[src/hdl/rdx_pkg.sv]
// shared constants for the report deframer with xor check
`default_nettype none

package rdx_pkg;

    // default report size in bytes
    localparam int REPORT_BYTES_DEF = 32;

    // header and check bytes around the payload
    localparam int HEAD_AND_CHECK = 4;

    // status, flag values of the report header
    localparam logic [7:0] ST_LAST = 8'h02;
    localparam logic [7:0] ST_MORE = 8'h82;
    localparam logic [7:0] ST_FLAG = 8'h55;

    // reset value of the capacity register
    localparam logic [15:0] MAX_MSG_RESET = 16'd32;

    // result kinds
    localparam logic [1:0] KIND_PAYLOAD = 2'd0;
    localparam logic [1:0] KIND_ACCEPT  = 2'd1;
    localparam logic [1:0] KIND_REJECT  = 2'd2;

    // error codes
    localparam logic [2:0] ERR_NONE     = 3'd0;
    localparam logic [2:0] ERR_STATUS   = 3'd1;
    localparam logic [2:0] ERR_FLAG     = 3'd2;
    localparam logic [2:0] ERR_LENGTH   = 3'd3;
    localparam logic [2:0] ERR_CHECK    = 3'd4;
    localparam logic [2:0] ERR_OVERFLOW = 3'd5;

endpackage

`default_nettype wire

[src/hdl/rdx_if.sv]
// stream interfaces for report bytes in and results out
`default_nettype none

interface rdx_byte_if;
    logic       valid;
    logic       ready;
    logic [7:0] in_byte;
    logic       report_start;

    modport source (output valid, output in_byte, output report_start, input ready);
    modport sink   (input valid, input in_byte, input report_start, output ready);
endinterface

interface rdx_res_if;
    logic        valid;
    logic        ready;
    logic [7:0]  out_data;
    logic [1:0]  kind;
    logic [2:0]  error_code;
    logic        message_done;
    logic [15:0] message_length;

    modport source (output valid, output out_data, output kind, output error_code,
                    output message_done, output message_length, input ready);
    modport sink   (input valid, input out_data, input kind, input error_code,
                    input message_done, input message_length, output ready);
endinterface

`default_nettype wire

[src/hdl/report_deframer_xor_check_core.sv]
// report deframer: header checks, payload pass-through, xor check and message total
//
// usage
//   bytes_ch carries one report byte per transfer, report_start marks byte 0 of a
//   report. results_ch carries at most one result per input transfer: a payload
//   byte, a report accepted (with the message total on the last report) or a
//   report rejected with an error code.
//   the apb port holds one register, max_message_bytes at address 0, the receive
//   capacity; write it only while the block is idle.
// timing
//   one input transfer per cycle unless stalled (see below). each result is loaded
//   into the output register by its input transfer; the state update and the result
//   decision are done in the same cycle as the transfer, from the state registers.
// reset
//   rst_n clears the parser to wait for a report start, clears the message and
//   sets the capacity to 32.
// stall
//   a held result in the output register blocks new input only while results_ch
//   is not ready; bytes_ch.ready = output register empty or being taken.
`default_nettype none

module report_deframer_xor_check_core #(
    parameter int REPORT_BYTES = rdx_pkg::REPORT_BYTES_DEF
) (
    input  wire logic        clk,
    input  wire logic        rst_n,
    rdx_byte_if.sink         bytes_ch,
    rdx_res_if.source        results_ch,
    input  wire logic        psel,
    input  wire logic        penable,
    input  wire logic        pwrite,
    input  wire logic [2:0]  paddr,
    input  wire logic [31:0] pwdata,
    output logic      [31:0] prdata,
    output logic             pready
);

    // largest payload length and the width that holds it
    localparam int MAX_LEN = REPORT_BYTES - rdx_pkg::HEAD_AND_CHECK;
    localparam int LEN_W   = $clog2(MAX_LEN + 1);

    // parser phases
    localparam logic [2:0] PH_WAIT    = 3'd0;
    localparam logic [2:0] PH_FLAG    = 3'd1;
    localparam logic [2:0] PH_LENGTH  = 3'd2;
    localparam logic [2:0] PH_PAYLOAD = 3'd3;
    localparam logic [2:0] PH_CHECK   = 3'd4;
    localparam logic [2:0] PH_PAD     = 3'd5;

    // configuration
    logic [15:0] max_msg_reg;
    logic        cfg_write;

    // parser state
    logic [2:0]       phase_reg, phase_next;
    logic [LEN_W-1:0] rep_len_reg, rep_len_next;
    logic [LEN_W-1:0] seen_reg, seen_next;
    logic [LEN_W:0]   seen_inc;
    logic [7:0]       xor_reg, xor_next;
    logic             more_reg, more_next;
    logic [15:0]      total_reg, total_next;

    // result register
    logic        res_valid_reg, res_valid_next;
    logic        res_fire;
    logic [7:0]  res_data_reg, res_data_next;
    logic [1:0]  res_kind_reg, res_kind_next;
    logic [2:0]  res_err_reg, res_err_next;
    logic        res_done_reg, res_done_next;
    logic [15:0] res_len_reg, res_len_next;

    logic       in_xfer;
    logic [7:0] b;

    // apb: the register sits in the lower word, higher word reads zero
    assign pready    = 1'b1;
    assign cfg_write = psel && penable && pwrite && !paddr[2];
    assign prdata    = paddr[2] ? 32'd0 : {16'd0, max_msg_reg};

    always_ff @(posedge clk or negedge rst_n)
    begin
        if (!rst_n)
        begin
            max_msg_reg <= rdx_pkg::MAX_MSG_RESET;
        end
        else if (cfg_write)
        begin
            max_msg_reg <= pwdata[15:0];
        end
    end

    // a new byte is taken when the result register is empty or being emptied
    assign bytes_ch.ready = !res_valid_reg || results_ch.ready;
    assign in_xfer        = bytes_ch.valid && bytes_ch.ready;
    assign b              = bytes_ch.in_byte;
    assign seen_inc       = {1'b0, seen_reg} + {{LEN_W{1'b0}}, 1'b1};

    always_comb
    begin
        phase_next    = phase_reg;
        rep_len_next  = rep_len_reg;
        seen_next     = seen_reg;
        xor_next      = xor_reg;
        more_next     = more_reg;
        total_next    = total_reg;
        res_fire      = 1'b0;
        res_data_next = 8'd0;
        res_kind_next = rdx_pkg::KIND_REJECT;
        res_err_next  = rdx_pkg::ERR_NONE;
        res_done_next = 1'b0;
        res_len_next  = 16'd0;

        if (in_xfer)
        begin
            if (bytes_ch.report_start)
            begin
                // a start inside an unfinished report drops the message silently
                if (phase_reg != PH_WAIT && phase_reg != PH_PAD)
                begin
                    total_next   = 16'd0;
                    more_next    = 1'b0;
                    seen_next    = '0;
                    rep_len_next = '0;
                    xor_next     = 8'd0;
                end
                if (b == rdx_pkg::ST_LAST || b == rdx_pkg::ST_MORE)
                begin
                    more_next  = (b == rdx_pkg::ST_MORE);
                    phase_next = PH_FLAG;
                end
                else
                begin
                    res_fire     = 1'b1;
                    res_err_next = rdx_pkg::ERR_STATUS;
                end
            end
            else
            begin
                unique case (phase_reg)
                    PH_FLAG:
                    begin
                        if (b != rdx_pkg::ST_FLAG)
                        begin
                            res_fire     = 1'b1;
                            res_err_next = rdx_pkg::ERR_FLAG;
                        end
                        else
                        begin
                            phase_next = PH_LENGTH;
                        end
                    end
                    PH_LENGTH:
                    begin
                        if (b > 8'(MAX_LEN))
                        begin
                            res_fire     = 1'b1;
                            res_err_next = rdx_pkg::ERR_LENGTH;
                        end
                        else
                        begin
                            rep_len_next = b[LEN_W-1:0];
                            seen_next    = '0;
                            xor_next     = b;
                            phase_next   = (b == 8'd0) ? PH_CHECK : PH_PAYLOAD;
                        end
                    end
                    PH_PAYLOAD:
                    begin
                        if (total_reg >= max_msg_reg)
                        begin
                            res_fire     = 1'b1;
                            res_err_next = rdx_pkg::ERR_OVERFLOW;
                        end
                        else
                        begin
                            total_next    = total_reg + 16'd1;
                            xor_next      = xor_reg ^ b;
                            seen_next     = seen_inc[LEN_W-1:0];
                            if (seen_inc >= {1'b0, rep_len_reg})
                            begin
                                phase_next = PH_CHECK;
                            end
                            res_fire      = 1'b1;
                            res_kind_next = rdx_pkg::KIND_PAYLOAD;
                            res_data_next = b;
                        end
                    end
                    PH_CHECK:
                    begin
                        if (b != xor_reg)
                        begin
                            res_fire     = 1'b1;
                            res_err_next = rdx_pkg::ERR_CHECK;
                        end
                        else
                        begin
                            phase_next    = PH_PAD;
                            res_fire      = 1'b1;
                            res_kind_next = rdx_pkg::KIND_ACCEPT;
                            seen_next     = '0;
                            rep_len_next  = '0;
                            xor_next      = 8'd0;
                            if (!more_reg)
                            begin
                                // last report: hand out the total, start a new message
                                res_done_next = 1'b1;
                                res_len_next  = total_reg;
                                total_next    = 16'd0;
                                more_next     = 1'b0;
                            end
                        end
                    end
                    default:
                    begin
                        // waiting or padding: byte ignored
                    end
                endcase
            end

            // any rejection clears the message and waits for a start
            if (res_fire && res_kind_next == rdx_pkg::KIND_REJECT)
            begin
                phase_next   = PH_WAIT;
                total_next   = 16'd0;
                more_next    = 1'b0;
                seen_next    = '0;
                rep_len_next = '0;
                xor_next     = 8'd0;
            end
        end
    end

    always_comb
    begin
        if (res_fire)
        begin
            res_valid_next = 1'b1;
        end
        else if (results_ch.ready)
        begin
            res_valid_next = 1'b0;
        end
        else
        begin
            res_valid_next = res_valid_reg;
        end
    end

    always_ff @(posedge clk or negedge rst_n)
    begin
        if (!rst_n)
        begin
            phase_reg     <= PH_WAIT;
            rep_len_reg   <= '0;
            seen_reg      <= '0;
            xor_reg       <= 8'd0;
            more_reg      <= 1'b0;
            total_reg     <= 16'd0;
            res_valid_reg <= 1'b0;
        end
        else
        begin
            phase_reg     <= phase_next;
            rep_len_reg   <= rep_len_next;
            seen_reg      <= seen_next;
            xor_reg       <= xor_next;
            more_reg      <= more_next;
            total_reg     <= total_next;
            res_valid_reg <= res_valid_next;
        end
    end

    // result payload, loaded with each new result
    always_ff @(posedge clk)
    begin
        if (res_fire)
        begin
            res_data_reg <= res_data_next;
            res_kind_reg <= res_kind_next;
            res_err_reg  <= res_err_next;
            res_done_reg <= res_done_next;
            res_len_reg  <= res_len_next;
        end
    end

    assign results_ch.valid          = res_valid_reg;
    assign results_ch.out_data       = res_data_reg;
    assign results_ch.kind           = res_kind_reg;
    assign results_ch.error_code     = res_err_reg;
    assign results_ch.message_done   = res_done_reg;
    assign results_ch.message_length = res_len_reg;

endmodule

`default_nettype wire

[src/flat_wrapper.sv]
// flat-port wrapper written by rule: the top's interface ports become plain ports
module report_deframer_xor_check_core_flat 
#(
    parameter int REPORT_BYTES = rdx_pkg::REPORT_BYTES_DEF
)
  (clk, rst_n, psel, penable, pwrite, paddr, pwdata, prdata, pready, bytes_ch_valid, bytes_ch_in_byte, bytes_ch_report_start, bytes_ch_ready, results_ch_valid, results_ch_out_data, results_ch_kind, results_ch_error_code, results_ch_message_done, results_ch_message_length, results_ch_ready);
  rdx_byte_if bytes_ch_i ();
  rdx_res_if results_ch_i ();
  input  wire logic clk;
  input  wire logic rst_n;
  input  wire logic psel;
  input  wire logic penable;
  input  wire logic pwrite;
  input  wire logic [2:0] paddr;
  input  wire logic [31:0] pwdata;
  output logic      [31:0] prdata;
  output logic pready;
  input wire logic [$bits(bytes_ch_i.valid)-1:0] bytes_ch_valid;
  input wire logic [$bits(bytes_ch_i.in_byte)-1:0] bytes_ch_in_byte;
  input wire logic [$bits(bytes_ch_i.report_start)-1:0] bytes_ch_report_start;
  output wire logic [$bits(bytes_ch_i.ready)-1:0] bytes_ch_ready;
  output wire logic [$bits(results_ch_i.valid)-1:0] results_ch_valid;
  output wire logic [$bits(results_ch_i.out_data)-1:0] results_ch_out_data;
  output wire logic [$bits(results_ch_i.kind)-1:0] results_ch_kind;
  output wire logic [$bits(results_ch_i.error_code)-1:0] results_ch_error_code;
  output wire logic [$bits(results_ch_i.message_done)-1:0] results_ch_message_done;
  output wire logic [$bits(results_ch_i.message_length)-1:0] results_ch_message_length;
  input wire logic [$bits(results_ch_i.ready)-1:0] results_ch_ready;
  assign bytes_ch_i.valid = bytes_ch_valid;
  assign bytes_ch_i.in_byte = bytes_ch_in_byte;
  assign bytes_ch_i.report_start = bytes_ch_report_start;
  assign bytes_ch_ready = bytes_ch_i.ready;
  assign results_ch_valid = results_ch_i.valid;
  assign results_ch_out_data = results_ch_i.out_data;
  assign results_ch_kind = results_ch_i.kind;
  assign results_ch_error_code = results_ch_i.error_code;
  assign results_ch_message_done = results_ch_i.message_done;
  assign results_ch_message_length = results_ch_i.message_length;
  assign results_ch_i.ready = results_ch_ready;
  report_deframer_xor_check_core #(.REPORT_BYTES(REPORT_BYTES)) u_core (.clk(clk), .rst_n(rst_n), .bytes_ch(bytes_ch_i), .results_ch(results_ch_i), .psel(psel), .penable(penable), .pwrite(pwrite), .paddr(paddr), .pwdata(pwdata), .prdata(prdata), .pready(pready));
endmodule
[config.mk]
export PLATFORM = sky130hd
export DESIGN_NAME = report_deframer_xor_check_core_flat
export DESIGN_NICKNAME = d
export VERILOG_FILES = /design/src/hdl/rdx_pkg.sv /design/src/hdl/rdx_if.sv /design/src/hdl/report_deframer_xor_check_core.sv /design/src/flat_wrapper.sv
export SDC_FILE = /design/constraint.sdc
export NUM_CORES = 1
export LEC_CHECK = 0
export BUFFER_PORTS_ARGS = -buffer_cell sky130_fd_sc_hd__buf_2
export CORE_MARGIN = 2
export CORE_UTILIZATION = 45
export CTS_BUF_LIST = sky130_fd_sc_hd__clkbuf_8
export CTS_CLUSTER_DIAMETER = 120
export DETAILED_ROUTE_END_ITERATION = 10
export HOLD_SLACK_MARGIN = 0.03
export PLACE_DENSITY = 0.69
export SLEW_MARGIN = 20
export SYNTH_ARGS = -nofsm -noshare
export SYNTH_HDL_FRONTEND = slang
export SYNTH_SLANG_ARGS = --single-unit
[constraint.sdc]
create_clock -name clk -period 5.7 [get_ports clk]
set_clock_uncertainty 0.05 [all_clocks]
set_input_delay 0.285 -clock clk [delete_from_list [all_inputs] [get_ports clk]]
set_output_delay 0.285 -clock clk [all_outputs]
set_load 0.1 [all_outputs]
==> metrics.cfg, run 1 <==
[synth]
synth-simple-area-share_pct=20.6
synthAdderAreaFrac_pct=5.78
synth_cell_types=63
synth-compound-area-share_pct=14.2
yosysWarnings=0
yosys-top-cells-area=dfrtp_1, edfxtp_1, ha_1, and3_1, mux2_2
async_reset_ff_share_pct=64.7
syn-instance-count=514
syn_avg_cell_area_sq_um=9.69
synth-xor-area-share_pct=2.29
yosysSeqAreaShare_pct=45.7
synth_top_family_by_area=simple AND/OR/NAND/NOR gates
synth_edf_count=30
ys_ff_latch=85
synth_top_area_share_pct=27.1
synth.largest_area_cell=dfrtp_1
syn_area_sq_um=4980
synth-main-ff-cell=dfrtp_1
synth_mux_area_share_pct=4.47

[global_routing]
grt_pass1_vias=3774
grt-ovfl-total=0
grt_max_degree=56
grt_first_pass_wirelength_mm=18.1
track_usage_pct=19.4
antenna_found_initial=0

[place]
dp.final_hpwl_mm=8.13
numPortBuffers=80
dp.cells=711
place_area_sq_um=5410
pre_cts_ws_ns=2.44
gp_congestion=0.838

[clock_tree]
clock-sinks=85
ctsResizeCount=0
cts_max_level=3
numCtsBuffers=9
clock-root-buffer=clkbuf_8
post_cts_buffers=0
insertion_delay_ns=0.37
clk_pin_slew_ns=0.09
tritoncts=yes
clockBufferDepth=2

[die]
die-area_sq_um=11900
start_util_pct=45.9
rows=38
die_w_um=109
dieHeight_um=109
coreArea_sq_um=10800
io_pins=116

[final_layout]
multi_input_area_sq_um=2440
area_growth_pct=13.4
fin_util_pct=52.1
nets=657
stdcell_count=728
fill_cells=1010
layout_commonest_cell=buf_2
layout-drive-gt1-share_pct=21.6
seq_area_sq_um=2280
fin_area_sq_um=5650
n_antenna_cell=0
layout_common_cells=buf_2, dfrtp_1, nor2_1

[worst_setup_path]
crit_chain=or3b_1 -> nand2_1 -> o31ai_4 -> o21ai_1 -> a21oi_2 -> and3_1 -> a22o_1
path_buf_inv=0
crit_type=flop to flop
end_kind=flop
worstSetupStartpointType=flop
slowest_stage=a21oi_2
required_ns=5.96
path_max_fanout=17
critical-path-max-stage-delay_ns=0.62
arrival_ns=3.56
crit_family=compound AO/OA/AOI/OAI gates

[hold_path]
min_path_type=primary input to flop

[timing]
drv_slew=0
rsz0062_at_grt=false
timing.fmax_ghz=0.303
fin_setup_tns_ns=0
slew_headroom_pct=36.2
final_hold_viol_count=0
layout_setup_ws_ns=2.40
whs_ns=0.0917
worst_pin_slew_ns=0.950
setup_viol=0
fin_crit_ns=3.30
post-route-period-util_pct=57.8

[job]
cap_violations=0

[power_and_ir_drop]
ir_worst_vdd_v=0.000282
p_leak_nw=2.69
p_total_mw=2.31
power_density_nw_per_um2=408

[drt]
avgViaCountPerCell=5.49
vias=3998
detail_route.wl_per_cell_um=15.2
wirelength_mm=11.1
dr.pass1.iters=4
drtAntennaViolNets=0
drc=0
drtIter0Drc=208

[status]
status=finished, final reports clean

==> power by group <==
group / switching [mW] / total [mW] / internal [mW]
clock: 0.240 / 0.463 / 0.223
sequential: 0.0946 / 0.853 / 0.758
combinational: 0.765 / 0.990 / 0.225
total: 1.10 / 2.31 / 1.21
==> per-layer routing <==
layer	track usage (%)	wire length, um
met2	30.6	4950
met3	3.59	661
met4	7.05	230
met5	0	0
met1	26.8	5220
==> synth_stat cells (5+ instances only) <==
| master | n |
|---|---|
| buf_4 | 17 |
| mux2_2 | 17 |
| clkbuf_1 | 18 |
| inv_1 | 28 |
| xor2_1 | 10 |
| a221o_1 | 12 |
| dfrtp_1 | 54 |
| nand3_1 | 16 |
| buf_2 | 5 |
| and2_1 | 9 |
| a22o_1 | 5 |
| a21oi_1 | 14 |
| o21ai_0 | 19 |
| nor3_1 | 13 |
| ha_1 | 23 |
| and3_1 | 37 |
| o21ai_1 | 13 |
| nor2_1 | 50 |
| nand2b_1 | 5 |
| nand4_1 | 6 |
| edfxtp_1 | 30 |
| nand2_1 | 46 |
==> cells by family after synthesis <==
kind of cell	after synthesis
xor gates and xnor gates	13
other	2
and+or+nand+nor	204
muxes	20
AOI/OAI and AO/OA	98
DFF	85
adders and majority gates	23
buffers and inverters	69
==> final cells by class <==
class | count | area share (%)
Clock buffer | 10 | 2.44
Clock inverter | 6 | 1.35
Inverter | 28 | 1.86
Multi-Input combinational cell | 375 | 43.2
Sequential cell | 85 | 40.3
Tap cell | 140 | 3.10
Timing Repair Buffer | 84 | 7.67
==> worst register-to-register path: cells and delay by family, from the launching register on <==
kind             cells  cell delay, ns
AO/OA/AOI/OAI        4            1.41
AND/OR/NAND/NOR      3            1.23
flip-flops           1            0.54
==> repair_timing <==
action,in CTS,in global routing
endpoints found under the setup margin,0,0
hold endpoints to repair,33,0
hold buffers,1,0
==> worst paths after layout <==
kind / from / to / slack [ns] / depth (start not counted)
max in group asynchronous: rst_n / u_core.results_ch.valid / 4.60 / 3
hold reg to reg: u_core.more_reg / u_core.more_reg / 0.45 / 2
hold / removal: pwdata[8] / u_core.max_msg_reg[8] / 0.09 / 2
setup / recovery: u_core.phase_reg[2] / u_core.rep_len_reg[3] / 2.40 / 7
min in group asynchronous: rst_n / u_core.xor_reg[5] / 0.52 / 3
setup reg to reg: u_core.phase_reg[2] / u_core.rep_len_reg[3] / 2.40 / 7
(Power assumes the default switching activity.)
==> run 2, diff against run 1 <==
--- a/config.mk
+++ b/config.mk
@@ -5,6 +5,7 @@
 export SDC_FILE = /design/constraint.sdc
 export NUM_CORES = 1
 export LEC_CHECK = 0
+export ABC_AREA = 1
 export BUFFER_PORTS_ARGS = -buffer_cell sky130_fd_sc_hd__buf_2
 export CORE_MARGIN = 2
 export CORE_UTILIZATION = 45
@@ -12,7 +13,7 @@
 export CTS_CLUSTER_DIAMETER = 120
 export DETAILED_ROUTE_END_ITERATION = 10
 export HOLD_SLACK_MARGIN = 0.03
-export PLACE_DENSITY = 0.69
+export PLACE_DENSITY = 0.68
 export SLEW_MARGIN = 20
 export SYNTH_ARGS = -nofsm -noshare
 export SYNTH_HDL_FRONTEND = slang
==> constraint.sdc (replaced) <==
create_clock -name clk -period 3.1 [get_ports clk]
set_clock_uncertainty 0.05 [all_clocks]
set_input_delay 0.155 -clock clk [delete_from_list [all_inputs] [get_ports clk]]
set_output_delay 0.155 -clock clk [all_outputs]
set_load 0.1 [all_outputs]
==> run 2 against run 1 <==
Against the previous run:
- register-to-register slack worse by 2.0 ns
- routed wire length is 2.1% higher
- global-route usage hardly changed
- core utilization is 2.4 points higher
- maximum frequency is 22% higher
- worst setup slack worse by 2.0 ns
- combinational power is 63% higher
- first-iteration DRC count is 3.4% higher
- critical path depth is 11 higher
- via count is 8.2% higher
==> metrics.cfg, run 2 <==
[status]
status=finished, final reports clean

[die]
rows=38
coreArea_sq_um=10900
start_util_pct=46.4
io_pins=116
dieHeight_um=110
die-area_sq_um=12100
die_w_um=110

[timing]
timing.fmax_ghz=0.370
post-route-period-util_pct=87.1
fin_setup_tns_ns=0
fin_crit_ns=2.70
worst_pin_slew_ns=0.909
slew_headroom_pct=39.4
whs_ns=0.0517
final_hold_viol_count=0
drv_slew=0
rsz0062_at_grt=false
setup_viol=0

[worst_setup_path]
required_ns=3.34
regToRegSetupSlack_ns=0.40
r2r-start=u_core.max_msg_reg[5]
r2r_cells=18
arrival_ns=2.94
worstSetupStartpointType=flop
r2r_end=u_core.total_reg[14]
crit_type=flop to flop
path_max_fanout=32
end_kind=flop

[power_and_ir_drop]
ir_worst_vdd_v=0.000291
p_total_mw=3.96
p_leak_nw=2.82
power_density_nw_per_um2=663

[global_routing]
grt_max_degree=41
grt_first_pass_wirelength_mm=18.4
track_usage_pct=19.5
antenna_found_initial=0
grt_pass1_vias=3842
grt-ovfl-total=0

[final_layout]
fin_util_pct=54.5
fin_area_sq_um=5960
n_antenna_cell=0
area_growth_pct=17.6
nets=782
layout_commonest_cell=nand2_1
layout-drive-gt1-share_pct=21.7
layout_common_cells=nand2_1, buf_2, nor2_1

[clock_tree]
tritoncts=yes
clk_pin_slew_ns=0.08
clockBufferDepth=2
numCtsBuffers=9
insertion_delay_ns=0.36
ctsResizeCount=0
clock-root-buffer=clkbuf_8
cts_max_level=3
clock-sinks=85

[hold_path]
min_path_type=primary input to flop
hold_end=u_core.results_ch.valid
hold_path_depth=4
worstHoldStart=results_ch_ready

[synth]
yosysWarnings=0
syn-instance-count=610
yosys-top-cells-area=dfrtp_1, edfxtp_1, nand2_1, nor2_1, ha_1
ys_ff_latch=85
synth.largest_area_cell=dfrtp_1
async_reset_ff_share_pct=64.7
synth-main-ff-cell=dfrtp_1
synth_top_area_share_pct=26.6
syn_avg_cell_area_sq_um=8.31
yosysMostFrequentCell=nand2_1
syn_area_sq_um=5070
yosysSeqAreaShare_pct=44.9
synth_edf_count=30
yosys-top-cells-count=nand2_1, nor2_1, inv_1
synth_cell_types=39

[place]
dp.final_hpwl_mm=8.33
place_area_sq_um=5550
gp_congestion=0.890
numPortBuffers=80

[drt]
vias=4326
drc=0
drtIter0Drc=215
wirelength_mm=11.3
drtAntennaViolNets=0
dr.pass1.iters=5
avgViaCountPerCell=5.07
detail_route.wl_per_cell_um=13.2

[job]
cap_violations=0

## run 2: cell count changes after synthesis, moves of 18 or more
cell and change:
and3_1 -37, inv_1 +43, nand2_1 +61, nand4_1 +23, nor2_1 +30, o21ai_2 +18
## run 2: worst max path at each step
stage	startpoint	slack, ns	depth (start not counted)	end
2_1_floorplan	u_core.results_ch.valid	0.04	8	u_core.total_reg[11]
3_3_place_gp	u_core.max_msg_reg[5]	0.48	18	u_core.total_reg[5]
3_5_place_dp	u_core.max_msg_reg[5]	0.41	18	u_core.total_reg[14]
5_1_grt	u_core.max_msg_reg[5]	0.12	18	u_core.total_reg[4]
4_1_cts	u_core.max_msg_reg[5]	0.37	18	u_core.total_reg[14]
6_report	u_core.max_msg_reg[5]	0.40	18	u_core.total_reg[14]
## run 2: worst max-delay path: stages (launching register included)
cell	delay [ns]
dfstp_2	0.53
inv_1	0.06
ha_1	0.29
nand2_1	0.06
nand2_1	0.05
nand2_1	0.06
nand2_1	0.05
nor2_1	0.09
nand2_1	0.06
nand2_1	0.09
nand2_1	0.06
nand2_1	0.14
nand3_2	0.15
nand2_4	0.27
nand2_1	0.14
nand3_4	0.09
buf_12	0.21
nand2_1	0.10
o21ai_2	0.06
## run 2: timing repair
item,CTS,global route
hold endpoints to repair,54,0
hold buffers,17,0
buffers inserted,0,0
## run 2: where the power goes
group | internal (mW) | switching, mW | total, mW
Sequential | 1.34 | 0.0841 | 1.42
Combinational | 0.349 | 1.26 | 1.61
Clock | 0.528 | 0.397 | 0.925
## run 2: metrics by stage
| stage | instances | worst slack (ns) |
|---|---|---|
| CTS | 852 | 0.373 |
| detailed placement | 819 | 0.407 |
| global route | 853 | 0.124 |
| floorplan | 625 | 0.0355 |
| global placement | 819 | 0.480 |
| finish | 853 | 0.399 |
## run 2: area by class of cell
type / instances / area (sq um)
Clock buffer: 9 / 124
Clock inverter: 7 / 110
Fill cell: 1014 / 4970
Inverter: 78 / 293
Multi-Input combinational cell: 426 / 2310
Sequential cell: 85 / 2280
Tap cell: 140 / 175
Timing Repair Buffer: 108 / 669
## run 2: per-layer routing
layer  GRT usage (%)  routed length, um
met4            7.59                200
met1            28.8               5520
met5               0                  0
met3            2.94                635
met2            28.7               4940
## run 2: kinds of logic after synthesis
group	count (synthesis)	synth area share (%)
adders and majority gates	23	5.67
AOI/OAI and AO/OA	90	10.7
and+or+nand+nor	284	25.8
buffers and inverters	114	10.7
other	2	0.148
DFF	85	44.9
xor gates and xnor gates	12	2.07
==> run 3, diff against run 2 <==
--- a/config.mk
+++ b/config.mk
@@ -6,7 +6,7 @@
 export NUM_CORES = 1
 export LEC_CHECK = 0
 export ABC_AREA = 1
-export BUFFER_PORTS_ARGS = -buffer_cell sky130_fd_sc_hd__buf_2
+export BUFFER_PORTS_ARGS = -buffer_cell sky130_fd_sc_hd__buf_4
 export CORE_MARGIN = 2
 export CORE_UTILIZATION = 45
 export CTS_BUF_LIST = sky130_fd_sc_hd__clkbuf_8
==> run 3 against run 2 <==
Against the previous run:
- via count about the same
- count of clock-buffer cells in the layout increased by 1
- core utilization increased by 1.4 points
- register-to-register slack got worse by 0.15 ns
- die area unchanged
- worst setup slack got worse by 0.15 ns
- final cell count decreased by 0.12%
- cell area increased by 2.6%
- hold slack got worse by 0.00060 ns
- clock power decreased by 11%
- combinational power increased by 4%
- maximum frequency decreased by 5.3%
- critical path type unchanged
- critical endpoint is now u_core.seen_reg[4]
- largest cell class unchanged
==> metrics.cfg, run 3 (same netlist as run 2, synthesis figures left out) <==
[status]
status=finished, final reports clean

[clock_tree]
ctsResizeCount=0
insertion_delay_ns=0.37
clk_pin_slew_ns=0.09
clock-sinks=85
tritoncts=yes
clock-root-buffer=clkbuf_8
hold_buffers=17
clockBufferDepth=2
cts_max_level=3
post_cts_buffers=0
numCtsBuffers=9

[die]
die-area_sq_um=12100
dieHeight_um=110
coreArea_sq_um=10900
io_pins=116
start_util_pct=46.4
die_w_um=110
rows=38

[timing]
timing.fmax_ghz=0.351
slew_headroom_pct=51.2
fin_crit_ns=2.85
setup_viol=0
worst_pin_slew_ns=0.732
drv_slew=0
rsz0062_at_grt=false
post-route-period-util_pct=92.0
final_hold_viol_count=0
fin_setup_tns_ns=0

[worst_setup_path]
required_ns=3.34
slowest_stage=dfstp_2
critical-path-max-stage-delay_ns=0.52
path_max_fanout=26
path_buf_inv=3
path_common_cell=nand2_1
arrival_ns=3.09
crit_type=flop to flop
end_kind=flop
worstSetupStartpointType=flop
crit_chain=inv_1 -> ha_1 -> nand2_1 -> inv_1 -> nand2_1 -> nor2_1 -> nor2_1 -> nand2_1 -> nand2_1 -> nand2_1 -> nand2_1 -> nand3_2 -> nand2_4 -> buf_4 -> nand3_2 -> nand2_4 -> nand2_1 -> o21ai_1
crit_family=simple AND/OR/NAND/NOR gates

[final_layout]
nets=781
fill_cells=993
layout-drive-gt1-share_pct=22.1
n_antenna_cell=0
layout_commonest_cell=nand2_1
layout_common_cells=nand2_1, buf_4, nor2_1
seq_area_sq_um=2280
multi_input_area_sq_um=2310
area_growth_pct=20.6
stdcell_count=852
fin_area_sq_um=6120

[drt]
wirelength_mm=11.5
detail_route.wl_per_cell_um=13.5
drtIter0Drc=293
vias=4324
drtAntennaViolNets=0
drc=0
dr.pass1.iters=7
avgViaCountPerCell=5.08

[power_and_ir_drop]
p_leak_nw=2.85
power_density_nw_per_um2=641
p_total_mw=3.92
ir_worst_vdd_v=0.000373

[place]
dp.final_hpwl_mm=8.48
place_area_sq_um=5730
numPortBuffers=80
gp_congestion=0.865
dp.cells=818

[global_routing]
grt_max_degree=56
antenna_found_initial=0
grt-ovfl-total=0
grt_pass1_vias=3997
track_usage_pct=20.5
grt_first_pass_wirelength_mm=19.3

[job]
cap_violations=0

[hold_path]
min_path_type=primary input to flop

[run 3: final timing paths]
check,startpoint,endpoint,slack [ns],depth (start not counted)
max reg2reg,u_core.max_msg_reg[5],u_core.seen_reg[4],0.25,18
min in group asynchronous,rst_n,u_core.xor_reg[4],0.31,2
min reg2reg,u_core.rep_len_reg[4],u_core.rep_len_reg[4],0.45,2
max in group asynchronous,rst_n,u_core.results_ch.valid,2.17,2
max,u_core.max_msg_reg[5],u_core.seen_reg[4],0.25,18
min,results_ch_ready,u_core.results_ch.valid,0.05,4
[run 3: layer usage]
| metal | routed length [um] | vias up | GRT usage, % | part of all wire, % |
|---|---|---|---|---|
| li1 | - | 2172 | - | - |
| met1 | 5560 | 1965 | 30.9 | 48 |
| met2 | 5020 | 171 | 29.8 | 44 |
| met3 | 719 | 16 | 3.06 | 6.2 |
| met4 | 218 | 0 | 7.95 | 1.9 |
| met5 | 0 | - | 0 | 0 |
[run 3: metrics by stage]
| stage | utilization (%) | hold WS [ns] | setup WS (ns) |
|---|---|---|---|
| 3_3_place_gp | 52.4 | 0.204 | 0.352 |
| 3_5_place_dp | 52.4 | 0.216 | 0.297 |
| 5_1_grt | 55.9 | 0.0709 | 0.0214 |
| 4_1_cts | 55.8 | 0.0521 | 0.261 |
| 2_1_floorplan | - | -0.191 | 0.0355 |
| 6_report | 55.9 | 0.0511 | 0.248 |
[run 3: tightest hold or removal path, stage by stage]
cell and delay, ns:
buf_4 0.08, inv_1 0.03, nand2_1 0.08, o21ai_0 0.08
[run 3: cell type report]
class | instances | share of cell area, %
clock inverters | 6 | 1.17
clock buffers | 10 | 2.25
well taps | 140 | 2.86
inverters | 78 | 4.79
multi-input cells | 426 | 37.8
flip-flops and latches | 85 | 37.2
repair buffers | 107 | 13.9
[run 3: power by group]
group          leakage, nW  total, mW  internal (mW)  switching, mW
sequential           0.993       1.42           1.34         0.0866
clock                0.104      0.825          0.401          0.424
combinational         1.76       1.67          0.401           1.27
